`src/sv/blw_pkg.sv`:
```
// ----------------------------------------------------------------------------
// blw_pkg
// Shared types and constants for the line-of-sight walker.
// ----------------------------------------------------------------------------
`timescale 1ns / 1ps
`default_nettype none

package blw_pkg;

  localparam int unsigned CoordBits = 8;
  localparam int unsigned FeatBits  = 8;
  localparam int unsigned ErrBits   = CoordBits + 1;

  typedef logic [CoordBits-1:0]      coord_t;
  typedef logic [FeatBits-1:0]       feat_t;
  typedef logic signed [ErrBits-1:0] err_t;
  typedef logic signed [ErrBits:0]   err_wide_t;

  // endpoints closer than this on both axes need no walk
  localparam coord_t NearLimit     = coord_t'(2);
  localparam feat_t  WallThreshRst = feat_t'(10);

  typedef enum logic {
    ACT_START = 1'b0,
    ACT_REPLY = 1'b1
  } action_e;

  typedef enum logic [1:0] {
    KIND_PROBE    = 2'd0,
    KIND_VERDICT  = 2'd1,
    KIND_IDLE_ERR = 2'd2
  } kind_e;

  typedef struct packed {
    action_e action;
    coord_t  from_row;
    coord_t  from_col;
    coord_t  to_row;
    coord_t  to_col;
    feat_t   cell_feature;
  } req_t;

  typedef struct packed {
    kind_e  kind;
    coord_t probe_row;
    coord_t probe_col;
    logic   visible;
  } res_t;

  typedef struct packed {
    logic active;
  } walk_st_t;

endpackage

`default_nettype wire

```
`src/sv/blw_req_if.sv`:
```
// ----------------------------------------------------------------------------
// blw_req_if
// Request channel: start items and probe replies.
// ----------------------------------------------------------------------------
`timescale 1ns / 1ps
`default_nettype none

interface blw_req_if;
  import blw_pkg::*;

  logic    valid;
  logic    ready;
  action_e action;
  coord_t  from_row;
  coord_t  from_col;
  coord_t  to_row;
  coord_t  to_col;
  feat_t   cell_feature;

  modport source (
    output valid, action, from_row, from_col, to_row, to_col, cell_feature,
    input  ready
  );

  modport sink (
    input  valid, action, from_row, from_col, to_row, to_col, cell_feature,
    output ready
  );
endinterface

`default_nettype wire

```
`src/sv/blw_res_if.sv`:
```
// ----------------------------------------------------------------------------
// blw_res_if
// Result channel: probe requests, verdicts and idle errors.
// ----------------------------------------------------------------------------
`timescale 1ns / 1ps
`default_nettype none

interface blw_res_if;
  import blw_pkg::*;

  logic   valid;
  logic   ready;
  kind_e  kind;
  coord_t probe_row;
  coord_t probe_col;
  logic   visible;

  modport source (
    output valid, kind, probe_row, probe_col, visible,
    input  ready
  );

  modport sink (
    input  valid, kind, probe_row, probe_col, visible,
    output ready
  );
endinterface

`default_nettype wire

```
`src/sv/blw_in_reg.sv`:
```
// ----------------------------------------------------------------------------
// blw_in_reg
// Input register: captures one request transfer and holds it until the
// walk stage takes it.
// ----------------------------------------------------------------------------
`timescale 1ns / 1ps
`default_nettype none

module blw_in_reg (
  input  wire logic         clk_i,
  input  wire logic         rst_ni,
  blw_req_if.sink           req_i,
  input  wire logic         take_i,
  output logic              item_valid_o,
  output blw_pkg::req_t     item_o
);
  import blw_pkg::*;

  logic valid_q, valid_d;
  req_t item_q;
  logic load;

  assign req_i.ready = !valid_q || take_i;
  assign load        = req_i.valid && req_i.ready;

  always_comb begin
    valid_d = valid_q;
    if (load) begin
      valid_d = 1'b1;
    end else if (take_i) begin
      valid_d = 1'b0;
    end
  end

  always_ff @(posedge clk_i or negedge rst_ni) begin
    if (!rst_ni) begin
      valid_q <= 1'b0;
    end else begin
      valid_q <= valid_d;
    end
  end

  always_ff @(posedge clk_i) begin
    if (load) begin
      item_q.action       <= req_i.action;
      item_q.from_row     <= req_i.from_row;
      item_q.from_col     <= req_i.from_col;
      item_q.to_row       <= req_i.to_row;
      item_q.to_col       <= req_i.to_col;
      item_q.cell_feature <= req_i.cell_feature;
    end
  end

  assign item_valid_o = valid_q;
  assign item_o       = item_q;

endmodule

`default_nettype wire

```
`src/sv/blw_walk.sv`:
```
// ----------------------------------------------------------------------------
// blw_walk
// Walk state and one Bresenham step per item: start set-up, wall check,
// step and arrival test, giving the result for that item.
// ----------------------------------------------------------------------------
`timescale 1ns / 1ps
`default_nettype none

module blw_walk (
  input  wire logic           clk_i,
  input  wire logic           rst_ni,
  input  wire logic           step_i,
  input  wire blw_pkg::req_t  req_i,
  input  wire blw_pkg::feat_t wall_thr_i,
  output blw_pkg::res_t       res_o,
  output blw_pkg::walk_st_t   st_o
);
  import blw_pkg::*;

  logic   active_q, active_d;
  coord_t cur_row_q, cur_row_d, cur_col_q, cur_col_d;
  coord_t goal_row_q, goal_row_d, goal_col_q, goal_col_d;
  coord_t span_r_q, span_r_d, span_c_q, span_c_d;
  logic   rd_q, rd_d, cd_q, cd_d;
  err_t   err_q, err_d;

  // start set-up
  logic   start;
  logic   s_rd, s_cd, s_near;
  coord_t s_span_r, s_span_c;
  err_t   s_err;

  // step operands: fresh on start, stored otherwise
  coord_t b_row, b_col, b_goal_row, b_goal_col, b_span_r, b_span_c;
  logic   b_rd, b_cd;
  err_t   b_err;

  err_wide_t e2, sr_w, sc_w, e_n;
  logic      step_row, step_col, arrived;
  coord_t    adv_row, adv_col;
  err_t      adv_err;

  assign start = req_i.action == ACT_START;

  always_comb begin
    s_cd     = !(req_i.from_col < req_i.to_col);
    s_rd     = !(req_i.from_row < req_i.to_row);
    s_span_c = s_cd ? req_i.from_col - req_i.to_col : req_i.to_col - req_i.from_col;
    s_span_r = s_rd ? req_i.from_row - req_i.to_row : req_i.to_row - req_i.from_row;
    s_near   = (s_span_c < NearLimit) && (s_span_r < NearLimit);
    if (s_span_c > s_span_r) begin
      s_err = err_t'({1'b0, s_span_c >> 1});
    end else begin
      s_err = -err_t'({1'b0, s_span_r >> 1});
    end
  end

  assign b_row      = start ? req_i.from_row : cur_row_q;
  assign b_col      = start ? req_i.from_col : cur_col_q;
  assign b_goal_row = start ? req_i.to_row   : goal_row_q;
  assign b_goal_col = start ? req_i.to_col   : goal_col_q;
  assign b_span_r   = start ? s_span_r       : span_r_q;
  assign b_span_c   = start ? s_span_c       : span_c_q;
  assign b_rd       = start ? s_rd           : rd_q;
  assign b_cd       = start ? s_cd           : cd_q;
  assign b_err      = start ? s_err          : err_q;

  // one Bresenham step; the wide sum wraps harmlessly, the true value fits err_t
  always_comb begin
    e2       = {b_err[ErrBits-1], b_err};
    sr_w     = {2'b00, b_span_r};
    sc_w     = {2'b00, b_span_c};
    step_col = e2 > -sc_w;
    step_row = e2 < sr_w;
    e_n      = e2 - (step_col ? sr_w : '0) + (step_row ? sc_w : '0);
    adv_err  = e_n[ErrBits-1:0];
    adv_col  = b_col;
    adv_row  = b_row;
    if (step_col) begin
      adv_col = b_cd ? b_col - coord_t'(1) : b_col + coord_t'(1);
    end
    if (step_row) begin
      adv_row = b_rd ? b_row - coord_t'(1) : b_row + coord_t'(1);
    end
    arrived = (adv_col == b_goal_col) && (adv_row == b_goal_row);
  end

  always_comb begin
    active_d   = active_q;
    cur_row_d  = cur_row_q;
    cur_col_d  = cur_col_q;
    goal_row_d = goal_row_q;
    goal_col_d = goal_col_q;
    span_r_d   = span_r_q;
    span_c_d   = span_c_q;
    rd_d       = rd_q;
    cd_d       = cd_q;
    err_d      = err_q;
    res_o      = '0;

    if (start || active_q) begin
      if (start) begin
        cur_row_d  = req_i.from_row;
        cur_col_d  = req_i.from_col;
        goal_row_d = req_i.to_row;
        goal_col_d = req_i.to_col;
        span_r_d   = s_span_r;
        span_c_d   = s_span_c;
        rd_d       = s_rd;
        cd_d       = s_cd;
      end
      priority if (start && s_near) begin
        active_d      = 1'b0;
        res_o.kind    = KIND_VERDICT;
        res_o.visible = 1'b1;
      end else if (!start && (req_i.cell_feature >= wall_thr_i)) begin
        active_d      = 1'b0;
        res_o.kind    = KIND_VERDICT;
        res_o.visible = 1'b0;
      end else begin
        err_d     = adv_err;
        cur_row_d = adv_row;
        cur_col_d = adv_col;
        if (arrived) begin
          active_d      = 1'b0;
          res_o.kind    = KIND_VERDICT;
          res_o.visible = 1'b1;
        end else begin
          active_d        = 1'b1;
          res_o.kind      = KIND_PROBE;
          res_o.probe_row = adv_row;
          res_o.probe_col = adv_col;
        end
      end
    end else begin
      res_o.kind = KIND_IDLE_ERR;
    end
  end

  always_ff @(posedge clk_i or negedge rst_ni) begin
    if (!rst_ni) begin
      active_q   <= 1'b0;
      cur_row_q  <= '0;
      cur_col_q  <= '0;
      goal_row_q <= '0;
      goal_col_q <= '0;
      span_r_q   <= '0;
      span_c_q   <= '0;
      rd_q       <= 1'b0;
      cd_q       <= 1'b0;
      err_q      <= '0;
    end else if (step_i) begin
      active_q   <= active_d;
      cur_row_q  <= cur_row_d;
      cur_col_q  <= cur_col_d;
      goal_row_q <= goal_row_d;
      goal_col_q <= goal_col_d;
      span_r_q   <= span_r_d;
      span_c_q   <= span_c_d;
      rd_q       <= rd_d;
      cd_q       <= cd_d;
      err_q      <= err_d;
    end
  end

  assign st_o.active = active_q;

endmodule

`default_nettype wire

```
`src/sv/bresenham_line_of_sight_walker.sv`:
```
// ----------------------------------------------------------------------------
// bresenham_line_of_sight_walker
// Line-of-sight walker: Bresenham steps between two grid cells, one probe
// request, verdict or idle error per request item.
// ----------------------------------------------------------------------------
//   channel   dir  handshake      payload
//   req_i     in   valid/ready    action, from/to row/col, cell_feature
//   rsp_o     out  valid/ready    kind, probe_row, probe_col, visible
//   cfg       in   cfg_we_i       cfg_wdata_i -> wall threshold
//
// One item per cycle sustained while rsp_o is ready; a result passes through
// the input register, then the single step through blw_walk into the result
// register. Reset clears the walk state and both valid flags and sets the
// wall threshold to 10. A stalled result holds; one more request is still
// taken into the input register behind it.
// ----------------------------------------------------------------------------
`timescale 1ns / 1ps
`default_nettype none

module bresenham_line_of_sight_walker (
  input  wire logic            clk_i,
  input  wire logic            rst_ni,
  blw_req_if.sink              req_i,
  blw_res_if.source            rsp_o,
  input  wire logic            cfg_we_i,
  input  wire blw_pkg::feat_t  cfg_wdata_i
);
  import blw_pkg::*;

  feat_t    wall_thr_q;
  logic     item_valid;
  req_t     item;
  logic     advance;
  res_t     res_d, res_q;
  logic     out_valid_q, out_valid_d;
  walk_st_t walk_st;

  assign advance = item_valid && (!out_valid_q || rsp_o.ready);

  blw_in_reg u_in_reg (
    .clk_i        (clk_i),
    .rst_ni       (rst_ni),
    .req_i        (req_i),
    .take_i       (advance),
    .item_valid_o (item_valid),
    .item_o       (item)
  );

  blw_walk u_walk (
    .clk_i      (clk_i),
    .rst_ni     (rst_ni),
    .step_i     (advance),
    .req_i      (item),
    .wall_thr_i (wall_thr_q),
    .res_o      (res_d),
    .st_o       (walk_st)
  );

  always_ff @(posedge clk_i or negedge rst_ni) begin
    if (!rst_ni) begin
      wall_thr_q <= WallThreshRst;
    end else if (cfg_we_i) begin
      wall_thr_q <= cfg_wdata_i;
    end
  end

  always_comb begin
    out_valid_d = out_valid_q;
    if (advance) begin
      out_valid_d = 1'b1;
    end else if (rsp_o.ready) begin
      out_valid_d = 1'b0;
    end
  end

  always_ff @(posedge clk_i or negedge rst_ni) begin
    if (!rst_ni) begin
      out_valid_q <= 1'b0;
    end else begin
      out_valid_q <= out_valid_d;
    end
  end

  always_ff @(posedge clk_i) begin
    if (advance) begin
      res_q <= res_d;
    end
  end

  assign rsp_o.valid     = out_valid_q;
  assign rsp_o.kind      = res_q.kind;
  assign rsp_o.probe_row = res_q.probe_row;
  assign rsp_o.probe_col = res_q.probe_col;
  assign rsp_o.visible   = res_q.visible;

`ifndef SYNTHESIS
  a_step_fills_out: assert property (@(posedge clk_i) disable iff (!rst_ni)
    advance |=> out_valid_q)
    else $error("step taken but no result registered");

  a_no_step_on_stall: assert property (@(posedge clk_i) disable iff (!rst_ni)
    (out_valid_q && !rsp_o.ready) |-> !advance)
    else $error("result overwritten while stalled");

  a_idle_reply: assert property (@(posedge clk_i) disable iff (!rst_ni)
    (advance && !walk_st.active && item.action == ACT_REPLY)
      |=> (rsp_o.kind == KIND_IDLE_ERR))
    else $error("reply without a walk did not give an idle error");

  a_probe_fields: assert property (@(posedge clk_i) disable iff (!rst_ni)
    (rsp_o.valid && rsp_o.kind != KIND_PROBE)
      |-> (rsp_o.probe_row == '0 && rsp_o.probe_col == '0))
    else $error("probe coordinates set on a non-probe result");
`endif

endmodule

`default_nettype wire
```
`src/flat_wrapper.sv`:
```
// flat-port wrapper written by rule: the top's interface ports become plain ports
module bresenham_line_of_sight_walker_flat import blw_pkg::*;
  (clk_i, rst_ni, cfg_we_i, cfg_wdata_i, req_i_valid, req_i_action, req_i_from_row, req_i_from_col, req_i_to_row, req_i_to_col, req_i_cell_feature, req_i_ready, rsp_o_valid, rsp_o_kind, rsp_o_probe_row, rsp_o_probe_col, rsp_o_visible, rsp_o_ready);
  blw_req_if req_i_i ();
  blw_res_if rsp_o_i ();
  input  wire logic clk_i;
  input  wire logic rst_ni;
  input  wire logic cfg_we_i;
  input  wire blw_pkg::feat_t cfg_wdata_i;
  input wire logic [$bits(req_i_i.valid)-1:0] req_i_valid;
  input wire logic [$bits(req_i_i.action)-1:0] req_i_action;
  input wire logic [$bits(req_i_i.from_row)-1:0] req_i_from_row;
  input wire logic [$bits(req_i_i.from_col)-1:0] req_i_from_col;
  input wire logic [$bits(req_i_i.to_row)-1:0] req_i_to_row;
  input wire logic [$bits(req_i_i.to_col)-1:0] req_i_to_col;
  input wire logic [$bits(req_i_i.cell_feature)-1:0] req_i_cell_feature;
  output wire logic [$bits(req_i_i.ready)-1:0] req_i_ready;
  output wire logic [$bits(rsp_o_i.valid)-1:0] rsp_o_valid;
  output wire logic [$bits(rsp_o_i.kind)-1:0] rsp_o_kind;
  output wire logic [$bits(rsp_o_i.probe_row)-1:0] rsp_o_probe_row;
  output wire logic [$bits(rsp_o_i.probe_col)-1:0] rsp_o_probe_col;
  output wire logic [$bits(rsp_o_i.visible)-1:0] rsp_o_visible;
  input wire logic [$bits(rsp_o_i.ready)-1:0] rsp_o_ready;
  assign req_i_i.valid = req_i_valid;
  assign req_i_i.action = req_i_action;
  assign req_i_i.from_row = req_i_from_row;
  assign req_i_i.from_col = req_i_from_col;
  assign req_i_i.to_row = req_i_to_row;
  assign req_i_i.to_col = req_i_to_col;
  assign req_i_i.cell_feature = req_i_cell_feature;
  assign req_i_ready = req_i_i.ready;
  assign rsp_o_valid = rsp_o_i.valid;
  assign rsp_o_kind = rsp_o_i.kind;
  assign rsp_o_probe_row = rsp_o_i.probe_row;
  assign rsp_o_probe_col = rsp_o_i.probe_col;
  assign rsp_o_visible = rsp_o_i.visible;
  assign rsp_o_i.ready = rsp_o_ready;
  bresenham_line_of_sight_walker u_core (.clk_i(clk_i), .rst_ni(rst_ni), .req_i(req_i_i), .rsp_o(rsp_o_i), .cfg_we_i(cfg_we_i), .cfg_wdata_i(cfg_wdata_i));
endmodule
```
`config.mk`:
```
export PLATFORM = sky130hd
export DESIGN_NAME = bresenham_line_of_sight_walker_flat
export DESIGN_NICKNAME = d
export VERILOG_FILES = /design/src/sv/blw_pkg.sv /design/src/sv/blw_req_if.sv /design/src/sv/blw_res_if.sv /design/src/sv/blw_in_reg.sv /design/src/sv/blw_walk.sv /design/src/sv/bresenham_line_of_sight_walker.sv /design/src/flat_wrapper.sv
export SDC_FILE = /design/constraint.sdc
export NUM_CORES = 1
export LEC_CHECK = 0
export BUFFER_PORTS_ARGS = -buffer_cell sky130_fd_sc_hd__buf_2
export CORE_MARGIN = 4
export CORE_UTILIZATION = 60
export DETAILED_ROUTE_END_ITERATION = 10
export GPL_TIMING_DRIVEN = 1
export PLACE_DENSITY = 0.84
export SYNTH_ARGS = -nofsm -noshare
export SYNTH_HDL_FRONTEND = slang
export SYNTH_SLANG_ARGS = --single-unit
```
`constraint.sdc`:
```
create_clock -name clk_i -period 9.4 [get_ports clk_i]
set_input_delay 0 -clock clk_i [delete_from_list [all_inputs] [get_ports clk_i]]
set_output_delay 0 -clock clk_i [all_outputs]
set_load 0.02 [all_outputs]
```
## Word level (Yosys, flattened, before mapping)

Cells that the tools add are included.

| storage, ports and cells | value |
|---|---|
| bits in registers | 130 |
| input bits | 54 |
| word-level logic and storage cells | 102 |

| cells by class | value |
|---|---|
| $add $sub $neg | 12 |
| order comparisons | 8 |
| eq/ne operators | 2 |
| muxes and demuxes | 35 |
| bitwise gates (word level) | 4 |
| reduce and logical (&&, ||, !) cells | 18 |

Operators by type and width:

| kind | number |
|---|---|
| $mux W8 | 18 |
| $sub A8 B8 Y8 | 4 |
| $mux W9 | 2 |
| $add A8 B1 Y8 const B | 2 |
| $eq A8 B8 Y1 | 2 |
| $lt A8 B2 Y1 const B | 2 |
| $lt A8 B8 Y1 | 2 |
| $sub A8 B1 Y8 const B | 2 |
| $mux W1 | 15 |
| $gt A9 B10 Y1 | 1 |
| $neg A8 Y10 | 1 |
| $add A9 B8 Y9 | 1 |
| $lt A9 B9 Y1 | 1 |
| $neg A7 Y9 | 1 |
| $sub A9 B9 Y9 | 1 |
| $ge A8 B8 Y1 | 1 |
| $gt A8 B8 Y1 | 1 |
| $logic_and A1 B1 Y1 | 6 |
| $logic_not A1 Y1 | 4 |
| $not A1 Y1 | 4 |
| $reduce_and A4 Y1 | 1 |
| $reduce_bool A2 Y1 | 2 |
| $reduce_or A4 Y1 | 1 |
| $logic_or A1 B1 Y1 | 3 |
| $reduce_and A2 Y1 | 1 |

## Longest topological paths before layout

Gate-level depths: netlist (run 1).

| depth | value |
|---|---|
| word-level depth | 12 |
| mapped depth | 49 |

## By module

A second synthesis (run 1) with hierarchy kept.

| second synthesis, totals | value |
|---|---|
| cells, all modules | 1031 |
| area total of the unflattened synthesis | 9864.5 um2 |

Modules (own cells, without submodules):

| module | times used | cells an instance | area an instance (um2) | sequential area each (um2) |
|---|---|---|---|---|
| blw_walk | 1 | 946 | 7631.1 | 1501.4 |
| blw_in_reg | 1 | 45 | 1285.0 | 1256.2 |
| bresenham_line_of_sight_walker | 1 | 40 | 948.4 | 798.3 |

## Worst setup path after synthesis (run 1)

Ideal clock, no wire load.

| path | value |
|---|---|
| kind | reg2reg |
| from | register u_core.u_in_reg.item_q (netlist bit u_core.u_in_reg.item_o[24]) |
| to | register u_core.u_walk.err_q[8] |
| setup time | 0.131 ns |
| arrival | 8.198 ns |
| data required time | 9.269 ns |
| path slack | 1.072 ns |
| stages on the path, launching flop included | 44 |
| buffers on the path | 3 |
| cell sequence | edfxtp_1 inv_1 ha_1 inv_1 fa_1 nand3_1 a21o_1 nand2_1 a2111oi_2 nor2_1 a21oi_1 o22ai_1 xnor2_1 inv_1 ha_1 nor2b_1 a2111oi_0 o31ai_1 (+8 left out) a211oi_4 nor2_2 buf_6 clkbuf_1 nor2_1 fa_1 inv_1 ha_1 nor2b_1 o21ai_0 nand2b_1 a21oi_1 o21bai_1 a21o_1 a21oi_1 xnor2_1 xnor2_1 o21ai_0 |

| on the way | value |
|---|---|
| cells in the longest elaborated chain, start to end | 9 |
| elaborated cells on any way between the ends | 20 |
| those cells by class | add/sub: 5; order compare: 5; mux: 6; bitwise: 1; reduce/logical: 3 |

RTL lines:

| what | RTL line | RTL |
|---|---|---|
| from (decl) | blw_in_reg.sv:20 | `req_t item_q;` |
| $sub A8 B8 Y8 or $lt A8 B8 Y1 (tied branches) | blw_walk.sv:48, blw_walk.sv:46 |  |
| $mux W8 (*) | blw_walk.sv:48 | `s_span_c = s_cd ? req_i.from_col - req_i.to_col : req_i.to_col - req_i.from_col;` |
| $gt A8 B8 Y1 | blw_walk.sv:51 | `if (s_span_c > s_span_r) begin` |
| $mux W9 | blw_walk.sv:51 |  |
| $mux W9 | blw_walk.sv:66 | `assign b_err = start ? s_err : err_q;` |
| $gt A9 B10 Y1 | blw_walk.sv:73 | `step_col = e2 > -sc_w;` |
| $mux W8 | blw_walk.sv:75 | `e_n = e2 - (step_col ? sr_w : '0) + (step_row ? sc_w : '0);` |
| $sub A9 B9 Y9 | blw_walk.sv:75 |  |
| $add A9 B8 Y9 | blw_walk.sv:75 |  |
| to (signal assigned) | blw_walk.sv:162 | `err_q <= err_d;` |
| to (decl) | blw_walk.sv:25 | `err_t err_q, err_d;` |

Every way passes the cells marked *; elsewhere a longest branch is shown, timed or not.
A chain may end at the register's enable or synchronous reset.

## Worst setup path after layout (run 1)

| path | value |
|---|---|
| from | register u_core.u_in_reg.item_q (netlist bit u_core.u_in_reg.item_o[24]) |
| to | register u_core.u_walk.err_q[7] |

The elaborated chain is that of the path after synthesis.

==> results of run 1 <==
-- worst paths after layout --
path | startpoint | to | slack [ns]
worst min register to register | u_core.u_walk.span_c_q[5] | u_core.u_walk.span_c_q[5] | 0.47
max in group asynchronous | rst_ni | u_core.u_walk.err_q[7] | 8.40
worst min-delay path | cfg_we_i | u_core.wall_thr_q[0] | 0.03
worst max-delay path | u_core.u_in_reg.item_o[24] | u_core.u_walk.err_q[7] | 0.62
min in group asynchronous | rst_ni | u_core.wall_thr_q[5] | 0.35
worst max register to register | u_core.u_in_reg.item_o[24] | u_core.u_walk.err_q[7] | 0.62
-- registers in the layout, indices dropped and copies added, names as in the netlist, 2 cells and up --
| name | cells |
|---|---|
| u_core.u_in_reg.item_o | 41 |
| u_core.u_walk.span_c_q | 8 |
| u_core.u_walk.goal_col_q | 8 |
| u_core.u_walk.cur_col_q | 8 |
| u_core.u_walk.goal_row_q | 8 |
| u_core.u_walk.err_q | 9 |
| u_core.rsp_o.probe_row | 8 |
| u_core.u_walk.cur_row_q | 8 |
| u_core.u_walk.span_r_q | 8 |
| u_core.rsp_o.kind | 2 |
| u_core.rsp_o.probe_col | 8 |
| u_core.wall_thr_q | 8 |
-- final cells by class --
class	count	area, um2
clock buffers	19	443
clock inverters	13	150
fillers	1131	4260
inverters	100	375
multi-input cells	803	5880
flip-flops and latches	130	3560
well taps	216	270
repair buffers	153	1130
-- critical path: cells and delay by family, from the launching register on --
family	cells	cell delay [ns]
XOR/XNOR	2	0.41
AO/OA/AOI/OAI	19	4.03
adder cells (fa/ha/maj)	6	2.03
buffers and inverters	4	0.32
flip-flops	1	0.48
AND/OR/NAND/NOR	8	1.35
-- cells by family after synthesis --
kind of cell | Yosys count
DFF | 130
adders and majority gates | 95
buffers and inverters | 136
xor gates and xnor gates | 72
and+or+nand+nor | 317
AOI/OAI and AO/OA | 267
muxes | 52
-- power breakdown --
part,internal (mW),leakage (nW),switching (mW),total [mW]
clock network,0.402,0.285,0.279,0.681
logic,0.884,3.70,1.24,2.13
registers,0.753,1.44,0.0750,0.828
-- cell usage in the layout, fill, tap and decap left out, types with 4 or more instances in the layout --
cell type and n:
a31oi_1 5, nor3_2 9, or2_2 4, o211a_1 4
nand2_1 127, a211oi_1 5, xnor2_1 43, o21ai_1 10
nor2b_1 13, and2_1 7, o21a_1 5, dfrtp_1 68
nand3b_1 5, nand3_1 14, o22ai_1 9, buf_4 12
dlygate4sd3_1 67, nand4_1 11, nand2b_1 24, inv_1 97
xor2_1 27, fa_1 14, mux2i_1 44, a21oi_1 53
buf_2 74, mux2_2 5, edfxtp_1 60, ha_1 81
nor2_1 52, inv_6 5, o21bai_1 5, nor3_1 19
clkbuf_16 17, o211ai_1 7, and3_1 8, o21ai_0 93
a21o_1 23
-- repair_timing --
action                                  in CTS  in global routing
setup buffers                                0                  1
gates resized for setup                      0                  6
endpoints found under the setup margin       0                  3
hold buffers                                67                  0
hold endpoints to repair                   119                  0
-- routing by layer --
layer / vias to the layer above / track usage, %
met3: 79 / 5.74
met1: 4138 / 39.5
met4: 0 / 11.8
met2: 395 / 52.3
li1: 4033 / -
met5: - / 0
==> results.yml, run 1 <==
global_route:
  grt_antenna_before_repair: 0
  grt_max_degree: 71
  grt_pass1_wl_um: 44400
  grtUsageTotal_pct: 30.9
  overflow: 0
  first_global_vias: 8534
yosys:
  avgSynthCellArea_um2: 9.30
  synth_common_cells: "nand2_1, inv_1, o21ai_0, ha_1, dfrtp_1"
  synth_compound_area_share_pct: 17.9
  syn_area_um2: 9940
  yosys.cell_count.top_type: "nand2_1"
  yosys.area_share.adder_pct: 13.0
  synth_top_family_by_area: "compound AO/OA/AOI/OAI gates"
  ys_seq_elements: 130
  ys_types: 89
  synthFlopType: "dfrtp_1"
  synth.area.top_cells: "edfxtp_1, dfrtp_1, ha_1"
  yosys.area_share.simple_pct: 16.0
  synth_area_leader_cell: "edfxtp_1"
  yosysSeqAreaShare_pct: 35.8
  synth_edf_count: 60
  synth_top_area_share_pct: 18.1
  syn_inst: 1069
  synthMuxAreaShare_pct: 5.48
  syn-num-nets: 1218
  yosys_warnings: 0
  yosys.area_share.xor_xnor_pct: 6.42
  synth-async-reset-ratio_pct: 53.8
clock_network:
  clk_latency_ns: 0.44
  ctsHtreeMaxLevel: 4
  cts_tree: "built"
  clock-sinks: 130
  cts_root_buf: "clkbuf_16"
  numCtsBuffers: 17
  clockBufferDepth: 2
  path_clk_slew_ns: 0.07
power:
  ir_drop_mv: 0.194
  total_power_mw: 3.64
  leakage_nw: 5.42
  powerDensity_nw_per_um2: 308
routing:
  drc: 0
  wl_met3_um: 2090
  wl_met2_um: 13400
  met1_length_um: 11400
  finalWirelength_um: 27800
  highest_layer: "met4"
  vias_per_cell: 6.03
  first_pass_iters: 5
  final_antenna_net_count: 0
  dr.first_iter.drc_count: 850
  via_count: 8645
  wl_per_cell_um: 19.4
placement:
  port_buffers: 74
  dp_slack_ns: 0.480
  gp_congestion: 0.986
  place_hpwl_um: 18900
  placed_cell_area_um2: 10500
  dp.cells: 1334
critical_path:
  cp_slowest_cell: "fa_1"
  critPathMostFrequentCell: "a21o_1"
  startpoint_type: "register"
  end_kind: "register"
  cp_slowest_stage_delay_ns: 0.61
  cp_data_arrival_time_ns: 9.05
  required_ns: 9.67
  critPathKind: "register to register"
  r2r_cells: 39
  critPathMaxFanout: 11
sta:
  fin_crit_ns: 8.78
  hold_violations: 0
  worstMarginPinSlew_ns: 1.30
  skew_ns: 0.0138
  drv_slew: 0
  fin_setup_tns_ns: 0
  setup_violations: 0
  fmax_ghz: 0.114
  whs_ns: 0.0323
  setup_ws_ns: 0.620
  fin_crit_sh_pct: 93.4
  slew_headroom_pct: 13.2
floorplanning:
  die_y_um: 137
  die_w_um: 137
  initial_core_util_pct: 61.9
  die-area_um2: 18700
  io_pins: 75
  rows: 46
  fp.coreArea_um2: 16100
status:
  outcome: "finished, final reports clean"
run:
  maxCapViolCount: 0
layout:
  fin_util_pct: 73.5
  layout.nets: 1354
  layoutNonFillerInstCount: 1434
  syn2layout_area_growth_pct: 18.7
  drive_gt1_share_pct: 14.0
  stdcell_area_um2: 11800
  n_antenna_cell: 0
hold_path:
  hold_class: "input pin to register"
  hold_depth: 2
Note: power is estimated with default switching activity, not from simulation.
==> run 2, diff against run 1 <==
Settings changed: CORE_UTILIZATION 60 to 50, PLACE_DENSITY 0.84 to 0.72.
==> results.yml, run 2 (synthesis gave the netlist of run 1 again) <==
critical_path:
  cp_slowest_stage_delay_ns: 0.51
  r2r_cells: 41
  timing.rr.start: "u_core.u_in_reg.item_o[24]"
  critPathKind: "register to register"
  critPathMaxFanout: 11
  regToRegSetupSlack_ns: 0.65
  cp_data_arrival_time_ns: 9.04
  end_kind: "register"
  required_ns: 9.69
  cp_slowest_cell: "a311oi_2"
  r2r-end: "u_core.u_walk.err_q[8]"
  startpoint_type: "register"
placement:
  gp_congestion: 0.937
  port_buffers: 74
  placed_cell_area_um2: 10500
  place_hpwl_um: 19600
clock_network:
  ctsHtreeMaxLevel: 4
  clock-sinks: 130
  numCtsBuffers: 17
  cts_tree: "built"
  clk_latency_ns: 0.44
  path_clk_slew_ns: 0.07
  cts_root_buf: "clkbuf_16"
  clockBufferDepth: 2
layout:
  final_cell_mix: "nand2_1, inv_1, o21ai_0"
  n_fill_cell: 1679
  stdcell_area_um2: 11900
  layout.nets: 1354
  final_common_cell: "nand2_1"
  syn2layout_area_growth_pct: 19.5
  drive_gt1_share_pct: 14.1
  largest_reg_flops: 41
  n_antenna_cell: 0
routing:
  final_antenna_net_count: 0
  drc: 0
  finalWirelength_um: 26800
  first_pass_iters: 5
  dr.first_iter.drc_count: 626
  vias_per_cell: 5.57
  wl_per_cell_um: 18.1
  via_count: 8258
sta:
  worstMarginPinSlew_ns: 1.12
  fin_setup_tns_ns: 0
  rsz0062_at_grt: "false"
  hold_violations: 0
  fmax_ghz: 0.114
  fin_crit_sh_pct: 93.0
  slew_headroom_pct: 25.2
  fin_crit_ns: 8.75
  drv_slew: 0
  skew_ns: 0.0128
  setup_violations: 0
global_route:
  use_met2_pct: 39.1
  grt_util_met3_pct: 4.74
  first_global_vias: 7966
  grt_pass1_wl_um: 42800
  grt_max_degree: 71
  grt-busiest-layer: "met2"
  overflow: 0
  grt_antenna_before_repair: 0
  grtUsageTotal_pct: 24.7
  globalRouteMet1Util_pct: 35.6
hold_path:
  hold_depth: 2
  hold_class: "input pin to register"
  min_to: "u_core.wall_thr_q[0]"
  hp-start: "cfg_we_i"
floorplanning:
  initial_core_util_pct: 50.9
  fp.coreArea_um2: 19500
  die-area_um2: 22200
  die_y_um: 149
  die_w_um: 149
  io_pins: 75
  rows: 51
status:
  outcome: "finished, final reports clean"
power:
  powerDensity_nw_per_um2: 304
  total_power_mw: 3.61
  ir_drop_mv: 0.221
  leakage_nw: 5.42
run:
  maxCapViolCount: 0
## run 2: critical path, delay by kind of cell, from the launching register on
kind / cells / cell delay, ns
AO/OA/AOI/OAI: 18 / 3.71
adder cells (fa/ha/maj): 6 / 2.04
AND/OR/NAND/NOR: 9 / 1.38
XOR/XNOR: 3 / 0.56
buffers and inverters: 5 / 0.47
flip-flops: 1 / 0.42
## run 2: report_power, final
part	internal, mW	switching, mW	leakage (nW)
sequential	0.753	0.0745	1.44
clock	0.382	0.305	0.296
combinational	0.879	1.22	3.69
total	2.01	1.59	5.42
## run 2: per-layer routing
layer | routed length [um] | vias to the layer above
met2 | 12500 | 264
met1 | 12400 | 3933
li1 | - | 4039
met4 | 304 | 0
met5 | 0 | -
met3 | 1570 | 22
## run 2: timing repair
action                                  CTS  global route
hold buffers                             67             0
resized for setup                         0             8
endpoints found under the setup margin    0             4
hold endpoints to repair                119             0
setup buffers                             0             3
## run 2: final cells by class
type                    instances  area, um2  area share (%)
repair buffers                153       1130            9.54
clock buffers                  17        425            3.58
clock inverters                15        181            1.53
well taps                     265        332            2.79
multi-input cells             803       5870            49.5
flip-flops and latches        130       3560            29.9
inverters                     100        375            3.16
## run 2: worst max path at each step
stage                     depth (start not counted)  slack, ns                      to                  startpoint
after floorplan                                  43       1.07  u_core.u_walk.err_q[8]  u_core.u_in_reg.item_o[24]
after global placement                           40       0.72  u_core.u_walk.err_q[8]  u_core.u_in_reg.item_o[24]
after detailed placement                         40       0.52  u_core.u_walk.err_q[8]  u_core.u_in_reg.item_o[24]
after CTS                                        42       0.36  u_core.u_walk.err_q[8]  u_core.u_in_reg.item_o[24]
after global routing                             41      0.003  u_core.u_walk.err_q[8]  u_core.u_in_reg.item_o[24]
final                                            41       0.65  u_core.u_walk.err_q[8]  u_core.u_in_reg.item_o[24]
## run 2: stage by stage
step	util (%)	std cells	hold slack, ns	setup WS, ns
finish	60.8	1483	0.0454	0.654
global route	60.8	1483	0.0423	0.00346
CTS	60.6	1480	0.0217	0.362
detailed placement	54.0	1381	0.178	0.520
global placement	54.0	1381	0.176	0.716
floorplan	-	1069	-0.296	1.07
